<file path="src/rtl/pfa_pkg.sv">
// Shared request, status and compare-unit codes for the partition fit allocator.
`default_nettype none

package pfa_pkg;

  localparam logic [1:0] REQ_ADD   = 2'd0;
  localparam logic [1:0] REQ_ALLOC = 2'd1;
  localparam logic [1:0] REQ_FREE  = 2'd2;

  localparam logic [1:0] ST_OK       = 2'd0;
  localparam logic [1:0] ST_NOFIT    = 2'd1;
  localparam logic [1:0] ST_FULL     = 2'd2;
  localparam logic [1:0] ST_NOTFOUND = 2'd3;

  typedef enum logic [1:0] {
    OP_ALLOC,
    OP_FREE,
    OP_MERGE
  } eval_op_t;

  typedef struct packed {
    eval_op_t op;
    logic     found;
    logic     fit_mode;
  } eval_ctl_t;

endpackage

`default_nettype wire

</file>
<file path="src/rtl/pfa_eval.sv">
// Shared compare unit: fit test, start match and merge test on two table entries.
`default_nettype none

module pfa_eval #(
  parameter int ADDR_BITS = 16
) (
  input  wire pfa_pkg::eval_ctl_t  ctl,
  input  wire logic [2*ADDR_BITS:0] ent_a,
  input  wire logic [2*ADDR_BITS:0] ent_b,
  input  wire logic [ADDR_BITS-1:0] req_start,
  input  wire logic [ADDR_BITS-1:0] req_size,
  output logic                     hit,
  output logic [ADDR_BITS-1:0]     sum
);

  logic [ADDR_BITS-1:0] a_start, a_size, b_start, b_size;
  logic                 a_used, b_used;
  logic [ADDR_BITS:0]   a_end, sum_full;

  assign a_start = ent_a[ADDR_BITS-1:0];
  assign a_size  = ent_a[2*ADDR_BITS-1:ADDR_BITS];
  assign a_used  = ent_a[2*ADDR_BITS];
  assign b_start = ent_b[ADDR_BITS-1:0];
  assign b_size  = ent_b[2*ADDR_BITS-1:ADDR_BITS];
  assign b_used  = ent_b[2*ADDR_BITS];

  // End address and merged size, both kept one bit wider to see overflow.
  assign a_end    = {1'b0, a_start} + {1'b0, a_size};
  assign sum_full = {1'b0, a_size} + {1'b0, b_size};
  assign sum      = sum_full[ADDR_BITS-1:0];

  always_comb begin
    hit = 1'b0;
    case (ctl.op)
      pfa_pkg::OP_ALLOC: begin
        if (!a_used && (a_size >= req_size)) begin
          if (!ctl.found) begin
            hit = 1'b1;
          end else if (!ctl.fit_mode) begin
            hit = (a_size < b_size);
          end else begin
            hit = (a_size > b_size);
          end
        end
      end
      pfa_pkg::OP_FREE: begin
        hit = (a_start == req_start);
      end
      pfa_pkg::OP_MERGE: begin
        hit = !a_used && !b_used && (a_end == {1'b0, b_start}) && !sum_full[ADDR_BITS];
      end
      default: begin
        hit = 1'b0;
      end
    endcase
  end

endmodule

`default_nettype wire

</file>
<file path="src/rtl/partition_fit_allocator.sv">
// Top level: partition table, request sequencer and result register.
// Add and unknown requests go through S_CMD to the out_valid strobe; allocate and free
// scan the table first, one table read per cycle; a free may then test merges, and a split
// or a merge moves entries before the strobe.
// Throughput: one item at a time; busy stays high until its result is strobed.
// Reset (rst_n low, synchronous): clears entry count, fit_mode and control; table undefined.
`default_nettype none

module partition_fit_allocator #(
  parameter int MAX_PARTITIONS = 8,
  parameter int ADDR_BITS      = 16
) (
  input  wire logic        clk,
  input  wire logic        rst_n,
  input  wire logic        start,
  output logic             busy,
  input  wire logic [1:0]  in_req_type,
  input  wire logic [15:0] in_start_addr,
  input  wire logic [15:0] in_req_size,
  input  wire logic        in_mark_used,
  output logic             out_valid,
  output logic [1:0]       out_status,
  output logic [15:0]      out_block_start,
  output logic [15:0]      out_block_size,
  input  wire logic        cfg_wr_en,
  input  wire logic        cfg_wr_data
);

  // Entry layout: {used, size, start}.
  localparam int EW = 2 * ADDR_BITS + 1;
  localparam int IW = $clog2(MAX_PARTITIONS);
  localparam int CW = $clog2(MAX_PARTITIONS + 2);
  localparam logic [CW-1:0] MAXC = CW'(MAX_PARTITIONS);

  typedef enum logic [3:0] {
    S_IDLE,   // wait for an item
    S_CMD,    // add or unknown request
    S_SCAN,   // stream the table through the compare unit
    S_ADEC,   // allocate decision
    S_SHR,    // open a slot after the picked entry
    S_AREM,   // write the split remainder
    S_APICK,  // write the picked entry as used
    S_FDEC,   // free decision
    S_FM1,    // try merge with the next entry
    S_FM2,    // try merge with the previous entry, write back
    S_SHL     // close the gap left by merged entries
  } state_t;

  // Control and output registers.
  state_t      state_r, state_nxt;
  logic        fit_mode_r, fit_mode_nxt;
  logic [CW-1:0] count_r, count_nxt;
  logic        pend_r, pend_nxt;
  logic        out_valid_r, out_valid_nxt;
  logic [1:0]  out_status_r, out_status_nxt;
  logic [15:0] out_block_start_r, out_block_start_nxt;
  logic [15:0] out_block_size_r, out_block_size_nxt;

  // Datapath registers.
  logic [1:0]           req_type_r, req_type_nxt;
  logic [ADDR_BITS-1:0] req_start_r, req_start_nxt;
  logic [ADDR_BITS-1:0] req_size_r, req_size_nxt;
  logic                 mark_used_r, mark_used_nxt;
  logic [CW-1:0]        iss_r, iss_nxt;
  logic [CW-1:0]        pidx_r, pidx_nxt;
  logic                 found_r, found_nxt;
  logic [EW-1:0]        pick_r, pick_nxt;
  logic [CW-1:0]        pick_idx_r, pick_idx_nxt;
  logic [EW-1:0]        m_r, m_nxt;
  logic [CW-1:0]        idx_r, idx_nxt;
  logic [EW-1:0]        p_r, p_nxt;
  logic [EW-1:0]        n_r, n_nxt;
  logic [EW-1:0]        last_r, last_nxt;
  logic                 has_next_r, has_next_nxt;
  logic                 grab_next_r, grab_next_nxt;
  logic [ADDR_BITS-1:0] cur_size_r, cur_size_nxt;
  logic                 mrg_next_r, mrg_next_nxt;
  logic [CW-1:0]        src_r, src_nxt;
  logic [CW-1:0]        dst_r, dst_nxt;
  logic [CW-1:0]        shk_r, shk_nxt;

  // Table memory: one write port, one registered read port.
  logic [EW-1:0] mem [MAX_PARTITIONS];
  logic [EW-1:0] mem_q_r;
  logic          mem_we;
  logic [IW-1:0] mem_wa;
  logic [EW-1:0] mem_wd;
  logic [IW-1:0] rd_addr;

  // Shared compare unit.
  pfa_pkg::eval_ctl_t   ectl;
  logic [EW-1:0]        ea, eb;
  logic                 ehit;
  logic [ADDR_BITS-1:0] esum;

  pfa_eval #(
    .ADDR_BITS(ADDR_BITS)
  ) u_eval (
    .ctl      (ectl),
    .ent_a    (ea),
    .ent_b    (eb),
    .req_start(req_start_r),
    .req_size (req_size_r),
    .hit      (ehit),
    .sum      (esum)
  );

  // Field views of the registered entries.
  logic [ADDR_BITS-1:0] pick_start, pick_size, m_start, m_size, p_start;
  logic                 m_used, is_alloc;

  assign pick_start = pick_r[ADDR_BITS-1:0];
  assign pick_size  = pick_r[2*ADDR_BITS-1:ADDR_BITS];
  assign m_start    = m_r[ADDR_BITS-1:0];
  assign m_size     = m_r[2*ADDR_BITS-1:ADDR_BITS];
  assign m_used     = m_r[2*ADDR_BITS];
  assign p_start    = p_r[ADDR_BITS-1:0];
  assign is_alloc   = (req_type_r == pfa_pkg::REQ_ALLOC);

  assign busy            = (state_r != S_IDLE);
  assign out_valid       = out_valid_r;
  assign out_status      = out_status_r;
  assign out_block_start = out_block_start_r;
  assign out_block_size  = out_block_size_r;

  always_comb begin
    logic          prv;
    logic [CW-1:0] k;
    prv = 1'b0;
    k   = '0;

    state_nxt           = state_r;
    fit_mode_nxt        = fit_mode_r;
    count_nxt           = count_r;
    pend_nxt            = pend_r;
    out_valid_nxt       = 1'b0;
    out_status_nxt      = out_status_r;
    out_block_start_nxt = out_block_start_r;
    out_block_size_nxt  = out_block_size_r;
    req_type_nxt        = req_type_r;
    req_start_nxt       = req_start_r;
    req_size_nxt        = req_size_r;
    mark_used_nxt       = mark_used_r;
    iss_nxt             = iss_r;
    pidx_nxt            = pidx_r;
    found_nxt           = found_r;
    pick_nxt            = pick_r;
    pick_idx_nxt        = pick_idx_r;
    m_nxt               = m_r;
    idx_nxt             = idx_r;
    p_nxt               = p_r;
    n_nxt               = n_r;
    last_nxt            = last_r;
    has_next_nxt        = has_next_r;
    grab_next_nxt       = grab_next_r;
    cur_size_nxt        = cur_size_r;
    mrg_next_nxt        = mrg_next_r;
    src_nxt             = src_r;
    dst_nxt             = dst_r;
    shk_nxt             = shk_r;

    mem_we  = 1'b0;
    mem_wa  = '0;
    mem_wd  = '0;
    rd_addr = '0;

    ectl.op       = pfa_pkg::OP_ALLOC;
    ectl.found    = found_r;
    ectl.fit_mode = fit_mode_r;
    ea            = mem_q_r;
    eb            = pick_r;

    if (cfg_wr_en) begin
      fit_mode_nxt = cfg_wr_data;
    end

    case (state_r)
      S_IDLE: begin
        if (start) begin
          // Latch the item, masked to the table address width.
          req_type_nxt  = in_req_type;
          req_start_nxt = ADDR_BITS'(in_start_addr);
          req_size_nxt  = ADDR_BITS'(in_req_size);
          mark_used_nxt = in_mark_used;
          iss_nxt       = '0;
          pend_nxt      = 1'b0;
          found_nxt     = 1'b0;
          grab_next_nxt = 1'b0;
          has_next_nxt  = 1'b0;
          if ((in_req_type == pfa_pkg::REQ_ALLOC) || (in_req_type == pfa_pkg::REQ_FREE)) begin
            state_nxt = S_SCAN;
          end else begin
            state_nxt = S_CMD;
          end
        end
      end

      S_CMD: begin
        out_valid_nxt       = 1'b1;
        out_block_start_nxt = '0;
        out_block_size_nxt  = '0;
        state_nxt           = S_IDLE;
        if (req_type_r == pfa_pkg::REQ_ADD) begin
          if (count_r >= MAXC) begin
            out_status_nxt = pfa_pkg::ST_FULL;
          end else begin
            // Append at the end of the table.
            mem_we         = 1'b1;
            mem_wa         = count_r[IW-1:0];
            mem_wd         = {mark_used_r, req_size_r, req_start_r};
            count_nxt      = count_r + CW'(1);
            out_status_nxt = pfa_pkg::ST_OK;
          end
        end else begin
          out_status_nxt = pfa_pkg::ST_NOTFOUND;
        end
      end

      S_SCAN: begin
        ectl.op = is_alloc ? pfa_pkg::OP_ALLOC : pfa_pkg::OP_FREE;
        // Issue one read per cycle; evaluate the entry from the previous read.
        if (iss_r < count_r) begin
          rd_addr  = iss_r[IW-1:0];
          iss_nxt  = iss_r + CW'(1);
          pidx_nxt = iss_r;
          pend_nxt = 1'b1;
        end else begin
          pend_nxt = 1'b0;
        end
        if (pend_r) begin
          if (is_alloc) begin
            if (ehit) begin
              found_nxt    = 1'b1;
              pick_nxt     = mem_q_r;
              pick_idx_nxt = pidx_r;
            end
          end else begin
            // Keep the neighbors of the first matching start.
            last_nxt = mem_q_r;
            if (!found_r && ehit) begin
              found_nxt     = 1'b1;
              m_nxt         = mem_q_r;
              idx_nxt       = pidx_r;
              p_nxt         = last_r;
              grab_next_nxt = 1'b1;
            end else if (grab_next_r) begin
              n_nxt         = mem_q_r;
              has_next_nxt  = 1'b1;
              grab_next_nxt = 1'b0;
            end
          end
        end
        if (!pend_r && (iss_r >= count_r)) begin
          state_nxt = is_alloc ? S_ADEC : S_FDEC;
        end
      end

      S_ADEC: begin
        if (!found_r) begin
          out_valid_nxt       = 1'b1;
          out_status_nxt      = pfa_pkg::ST_NOFIT;
          out_block_start_nxt = '0;
          out_block_size_nxt  = '0;
          state_nxt           = S_IDLE;
        end else if (pick_size == req_size_r) begin
          // Exact fit: take the entry whole.
          mem_we              = 1'b1;
          mem_wa              = pick_idx_r[IW-1:0];
          mem_wd              = {1'b1, pick_size, pick_start};
          out_valid_nxt       = 1'b1;
          out_status_nxt      = pfa_pkg::ST_OK;
          out_block_start_nxt = 16'(pick_start);
          out_block_size_nxt  = 16'(pick_size);
          state_nxt           = S_IDLE;
        end else if (count_r >= MAXC) begin
          out_valid_nxt       = 1'b1;
          out_status_nxt      = pfa_pkg::ST_FULL;
          out_block_start_nxt = '0;
          out_block_size_nxt  = '0;
          state_nxt           = S_IDLE;
        end else begin
          src_nxt   = count_r - CW'(1);
          pend_nxt  = 1'b0;
          state_nxt = S_SHR;
        end
      end

      S_SHR: begin
        // Move entries up by one, from the top down to just past the pick.
        if (pend_r) begin
          mem_we = 1'b1;
          mem_wa = dst_r[IW-1:0];
          mem_wd = mem_q_r;
        end
        if (src_r > pick_idx_r) begin
          rd_addr  = src_r[IW-1:0];
          dst_nxt  = src_r + CW'(1);
          src_nxt  = src_r - CW'(1);
          pend_nxt = 1'b1;
        end else begin
          pend_nxt  = 1'b0;
          state_nxt = S_AREM;
        end
      end

      S_AREM: begin
        mem_we    = 1'b1;
        mem_wa    = IW'(pick_idx_r + CW'(1));
        mem_wd    = {1'b0, pick_size - req_size_r, pick_start + req_size_r};
        state_nxt = S_APICK;
      end

      S_APICK: begin
        mem_we              = 1'b1;
        mem_wa              = pick_idx_r[IW-1:0];
        mem_wd              = {1'b1, req_size_r, pick_start};
        count_nxt           = count_r + CW'(1);
        out_valid_nxt       = 1'b1;
        out_status_nxt      = pfa_pkg::ST_OK;
        out_block_start_nxt = 16'(pick_start);
        out_block_size_nxt  = 16'(req_size_r);
        state_nxt           = S_IDLE;
      end

      S_FDEC: begin
        if (!found_r || !m_used) begin
          out_valid_nxt       = 1'b1;
          out_status_nxt      = pfa_pkg::ST_NOTFOUND;
          out_block_start_nxt = '0;
          out_block_size_nxt  = '0;
          state_nxt           = S_IDLE;
        end else begin
          cur_size_nxt = m_size;
          mrg_next_nxt = 1'b0;
          state_nxt    = S_FM1;
        end
      end

      S_FM1: begin
        ectl.op = pfa_pkg::OP_MERGE;
        ea      = {1'b0, m_size, m_start};
        eb      = n_r;
        if (has_next_r && ehit) begin
          cur_size_nxt = esum;
          mrg_next_nxt = 1'b1;
        end
        state_nxt = S_FM2;
      end

      S_FM2: begin
        ectl.op = pfa_pkg::OP_MERGE;
        ea      = p_r;
        eb      = {1'b0, cur_size_r, m_start};
        prv     = (idx_r != '0) && ehit;
        mem_we  = 1'b1;
        if (prv) begin
          mem_wa = IW'(idx_r - CW'(1));
          mem_wd = {1'b0, esum, p_start};
        end else begin
          mem_wa = idx_r[IW-1:0];
          mem_wd = {1'b0, cur_size_r, m_start};
        end
        k = CW'(prv) + CW'(mrg_next_r);
        if (k == '0) begin
          out_valid_nxt       = 1'b1;
          out_status_nxt      = pfa_pkg::ST_OK;
          out_block_start_nxt = 16'(req_start_r);
          out_block_size_nxt  = '0;
          state_nxt           = S_IDLE;
        end else begin
          shk_nxt   = k;
          src_nxt   = idx_r + CW'(1) + CW'(mrg_next_r);
          pend_nxt  = 1'b0;
          state_nxt = S_SHL;
        end
      end

      S_SHL: begin
        // Move the entries above the merged ones down by the merge count.
        if (pend_r) begin
          mem_we = 1'b1;
          mem_wa = dst_r[IW-1:0];
          mem_wd = mem_q_r;
        end
        if (src_r < count_r) begin
          rd_addr  = src_r[IW-1:0];
          dst_nxt  = src_r - shk_r;
          src_nxt  = src_r + CW'(1);
          pend_nxt = 1'b1;
        end else begin
          pend_nxt            = 1'b0;
          count_nxt           = count_r - shk_r;
          out_valid_nxt       = 1'b1;
          out_status_nxt      = pfa_pkg::ST_OK;
          out_block_start_nxt = 16'(req_start_r);
          out_block_size_nxt  = '0;
          state_nxt           = S_IDLE;
        end
      end

      default: begin
        state_nxt = S_IDLE;
      end
    endcase
  end

  // State and registered outputs.
  always_ff @(posedge clk) begin
    if (!rst_n) begin
      state_r           <= S_IDLE;
      fit_mode_r        <= 1'b0;
      count_r           <= '0;
      pend_r            <= 1'b0;
      out_valid_r       <= 1'b0;
      out_status_r      <= pfa_pkg::ST_OK;
      out_block_start_r <= '0;
      out_block_size_r  <= '0;
    end else begin
      state_r           <= state_nxt;
      fit_mode_r        <= fit_mode_nxt;
      count_r           <= count_nxt;
      pend_r            <= pend_nxt;
      out_valid_r       <= out_valid_nxt;
      out_status_r      <= out_status_nxt;
      out_block_start_r <= out_block_start_nxt;
      out_block_size_r  <= out_block_size_nxt;
    end
  end

  // Datapath registers, no reset.
  always_ff @(posedge clk) begin
    req_type_r  <= req_type_nxt;
    req_start_r <= req_start_nxt;
    req_size_r  <= req_size_nxt;
    mark_used_r <= mark_used_nxt;
    iss_r       <= iss_nxt;
    pidx_r      <= pidx_nxt;
    found_r     <= found_nxt;
    pick_r      <= pick_nxt;
    pick_idx_r  <= pick_idx_nxt;
    m_r         <= m_nxt;
    idx_r       <= idx_nxt;
    p_r         <= p_nxt;
    n_r         <= n_nxt;
    last_r      <= last_nxt;
    has_next_r  <= has_next_nxt;
    grab_next_r <= grab_next_nxt;
    cur_size_r  <= cur_size_nxt;
    mrg_next_r  <= mrg_next_nxt;
    src_r       <= src_nxt;
    dst_r       <= dst_nxt;
    shk_r       <= shk_nxt;
  end

  // Table memory.
  always_ff @(posedge clk) begin
    if (mem_we) begin
      mem[mem_wa] <= mem_wd;
    end
    mem_q_r <= mem[rd_addr];
  end

`ifndef NO_ASSERTIONS
  a_count_bound: assert property (@(posedge clk) disable iff (!rst_n)
    count_r <= MAXC)
    else $error("entry count above table depth");

  a_accept_busy: assert property (@(posedge clk) disable iff (!rst_n)
    (start && !busy) |=> busy)
    else $error("accepted item did not raise busy");

  a_strobe_after_work: assert property (@(posedge clk) disable iff (!rst_n)
    out_valid_r |-> $past(state_r != S_IDLE))
    else $error("result strobe without an item in progress");

  a_count_with_result: assert property (@(posedge clk) disable iff (!rst_n)
    (count_r != $past(count_r)) |-> out_valid_r)
    else $error("entry count changed without a result");

  a_write_in_range: assert property (@(posedge clk) disable iff (!rst_n)
    mem_we |-> (CW'(mem_wa) < MAXC))
    else $error("table write beyond depth");
`endif

endmodule

`default_nettype wire
</file>
<file path="config.mk">
export PLATFORM = sky130hd
export DESIGN_NAME = partition_fit_allocator
export DESIGN_NICKNAME = d
export VERILOG_FILES = /design/src/rtl/pfa_pkg.sv /design/src/rtl/pfa_eval.sv /design/src/rtl/partition_fit_allocator.sv
export SDC_FILE = /design/constraint.sdc
export NUM_CORES = 1
export LEC_CHECK = 0
export BUFFER_PORTS_ARGS = -buffer_cell sky130_fd_sc_hd__buf_2
export CAP_MARGIN = 20
export CORE_MARGIN = 3
export CORE_UTILIZATION = 45
export DETAILED_ROUTE_END_ITERATION = 8
export RECOVER_POWER = 100
export SYNTH_ARGS = -nofsm -noshare
export SYNTH_HDL_FRONTEND = slang
export SYNTH_SLANG_ARGS = --single-unit
</file>
<file path="constraint.sdc">
create_clock -name clk -period 25.4 [get_ports clk]
set_input_delay 5.08 -clock clk [delete_from_list [all_inputs] [get_ports clk]]
set_output_delay 5.08 -clock clk [all_outputs]
set_load 0.01 [all_outputs]
</file>
==> flow_summary.yaml <==
status:
  outcome: "finished with violations"
  violations: "capacitance limit, slew limit"
worst_setup_path:
  r2r_slack_ps: 10940
  crit-reg2reg-launch: "state_r[3]"
  cp-startpoint: "state_r[3]"
  critPathKind: "register to register"
  cp_data_required_time_ps: 25890
  cpPeakStageDelay_ps: 2710
  cp.arrival_ps: 14960
  cp-start-kind: "register"
  worstReg2RegEnd: "out_status[0]"
  reg2regPathDepth: 28
  path_max_fanout: 43
  cp_num_buf_inv: 6
  cp-end-kind: "register"
  slowest_stage: "o21ai_0"
  path_delay_family: "buffers and inverters"
synthesis:
  syn_area_um2: 28100
  syn_inst: 2448
  ys_types: 73
  yosysWarnings: 0
  avgSynthCellArea_um2: 11.5
  async_flop_share_pct: 0
  synth-edff-count: 508
  yosys_register_bits: 586
  ys.flop_type: "edfxtp_1"
  ys_seq_area_share_pct: 59.9
  synth_fp_nets: 2612
clocking:
  cts_setup_buffers: 0
  cts_hold_buf: 0
  cts_buffer_depth: 3
  cts_sinks: 586
  post_cts_resized: 0
  clk_pin_slew_worst_paths_ps: 60
  htreeDepth: 2
  cts_root_buffer: "clkbuf_16"
  cts_tree: "built"
  clk_latency_ps: 640
  cts_made_buffers: 61
job:
  cap_violations: 20
timing:
  finalCritPeriodShare_pct: 56.9
  worst_slew_pin_slew_ps: 4150
  rsz0062_at_grt: "no"
  relSlewSlack_pct: -177
  fin_crit_ps: 14460
  fmax_mhz: 69.1
  setup_tns_ps: 0
  finClkSkew_ps: 27.2
  hold_violations: 0
  setup_violations: 0
  slew_viol_final: 567
place:
  portBuffers: 75
  dpl.hpwl_um: 58300
  place_inst: 3267
  globalplace.congestion: 0.965
route:
  drt_iter0_drc: 2194
  postRouteAntennaNets: 0
  detail_route.vias_per_cell: 6.00
  route.detailed.drc: 0
  drt_pre_antenna_iters: 8
  wire_per_inst_um: 25.2
  routed_wl_um: 85500
  vias: 20300
die:
  core.rowCount: 90
  initial_core_util_pct: 46.0
  die_area_um2: 65400
  die_x_um: 256
  die_h_um: 256
  coreArea_um2: 61000
  io-pin-count: 76
global_routing:
  grt_overflow: 0
  antenna_found_initial: 0
  grt_pass1_vias: 19400
  grt_start_max_net_pins: 82
  grt_pass1_wl_um: 128000
  grt_usage_pct: 25.7
pwr:
  powerDensity_nw_per_um2: 107
  ir_drop_mv: 0.0544
  p_leak_nw: 11.4
  power_mw: 3.37
final_layout:
  final_common_cell: "edfxtp_1"
  mostFrequentLayoutCells: "edfxtp_1, nand2_1, nand3_1"
  final_cells: 3388
  nNetsFinal: 2671
  areaGrowthSynthToFinish_pct: 11.8
  drive_gt1_share_pct: 7.81
  antenna_cells_inserted: 0
min_path:
  min_path_cells: 0
  hold_class: "register to register"
  worstHoldEndpoint: "p_r[8]"
  holdCritStartpoint: "last_r[8]"
==> cell usage after synthesis (11+ instances only) <==
cell type / n / share of area, %
buf_1: 15 / 0.20
a22o_1: 17 / 0.53
and3_1: 12 / 0.27
a31oi_1: 12 / 0.27
a221oi_1: 42 / 1.3
nor3_1: 28 / 0.50
clkbuf_1: 97 / 1.3
o211ai_1: 15 / 0.40
a222oi_1: 19 / 0.68
a22oi_1: 43 / 1.1
o21ai_0: 102 / 1.8
dfxtp_1: 78 / 5.6
xnor2_1: 61 / 1.9
nand3_1: 186 / 3.3
nand4_1: 11 / 0.25
nand2b_1: 13 / 0.29
a21oi_1: 100 / 1.8
mux2_2: 23 / 0.92
inv_1: 73 / 0.98
mux2i_1: 56 / 2.0
nand2_1: 401 / 5.4
ha_1: 118 / 5.3
a21o_1: 30 / 0.80
nor2b_1: 19 / 0.42
nor2_1: 165 / 2.2
a211oi_1: 13 / 0.35
xor2_1: 31 / 0.97
edfxtp_1: 508 / 54
==> stage by stage <==
stage	worst slack, ps	util (%)	cell area [um2]	hold slack [ps]
2_1_floorplan	16570	-	28100	400
3_3_place_gp	16770	48.2	29400	400
3_5_place_dp	16690	48.2	29400	405
4_1_cts	16580	51.7	31600	417
5_1_grt	9890	51.4	31400	423
6_report	10940	51.4	31400	418
==> area by class of cell <==
cell class / instances / area, um2
Fill cell: 5445 / 29600
Sequential cell: 586 / 16800
Multi-Input combinational cell: 1661 / 10500
Clock buffer: 80 / 1650
Tap cell: 828 / 1040
Timing Repair Buffer: 120 / 557
Clock inverter: 36 / 519
Inverter: 77 / 289
==> flip-flops by register name (all words and copies together) (netlist names), 2 cells and up <==
signal           flops
cur_size_r          16
mem                264
out_block_size      16
dst_r                3
mem_q_r             33
req_size_r          16
out_block_start     16
m_r                 33
n_r                 33
iss_r                4
state_r              4
req_type_r           2
pick_r              32
out_status           2
src_r                4
pidx_r               4
idx_r                4
count_r              4
pick_idx_r           4
shk_r                2
p_r                 33
req_start_r         16
last_r              33
==> kinds of logic (layout without fill, tap and decap cells) <==
logic type / after synthesis / in the layout / synth area share, %
compound gates: 484 / 484 / 12.1
xor+xnor: 92 / 92 / 2.87
fa+ha+maj: 124 / 124 / 5.69
buf+inv: 201 / 313 / 2.77
flops: 586 / 586 / 59.9
mux: 79 / 79 / 2.92
simple gates: 882 / 882 / 13.8
==> worst max-delay path by stage <==
stage / endpoint / cells after the start / slack, ps
global route: out_status[0] / 28 / 9890
detailed placement: out_status[0] / 28 / 16690
global placement: out_status[0] / 28 / 16770
finish: out_status[0] / 28 / 10940
CTS: out_status[0] / 28 / 16580
floorplan: mem[2][0] / 22 / 16570
==> layer usage <==
| metal | GRT usage, % | up-vias | part of all wire (%) |
|---|---|---|---|
| met3 | 3.76 | 186 | 8.0 |
| met1 | 36.7 | 10000 | 43 |
| met2 | 39.7 | 894 | 45 |
| met5 | 0 | - | 0 |
| li1 | - | 9213 | - |
| met4 | 10.3 | 0 | 4.5 |
==> power breakdown <==
group          internal [mW]  switching (mW)
Combinational          0.393           0.669
Clock                  0.581           0.380
Sequential              1.20           0.148
Total                   2.17            1.20
Note: power is estimated with default switching activity, not from simulation.
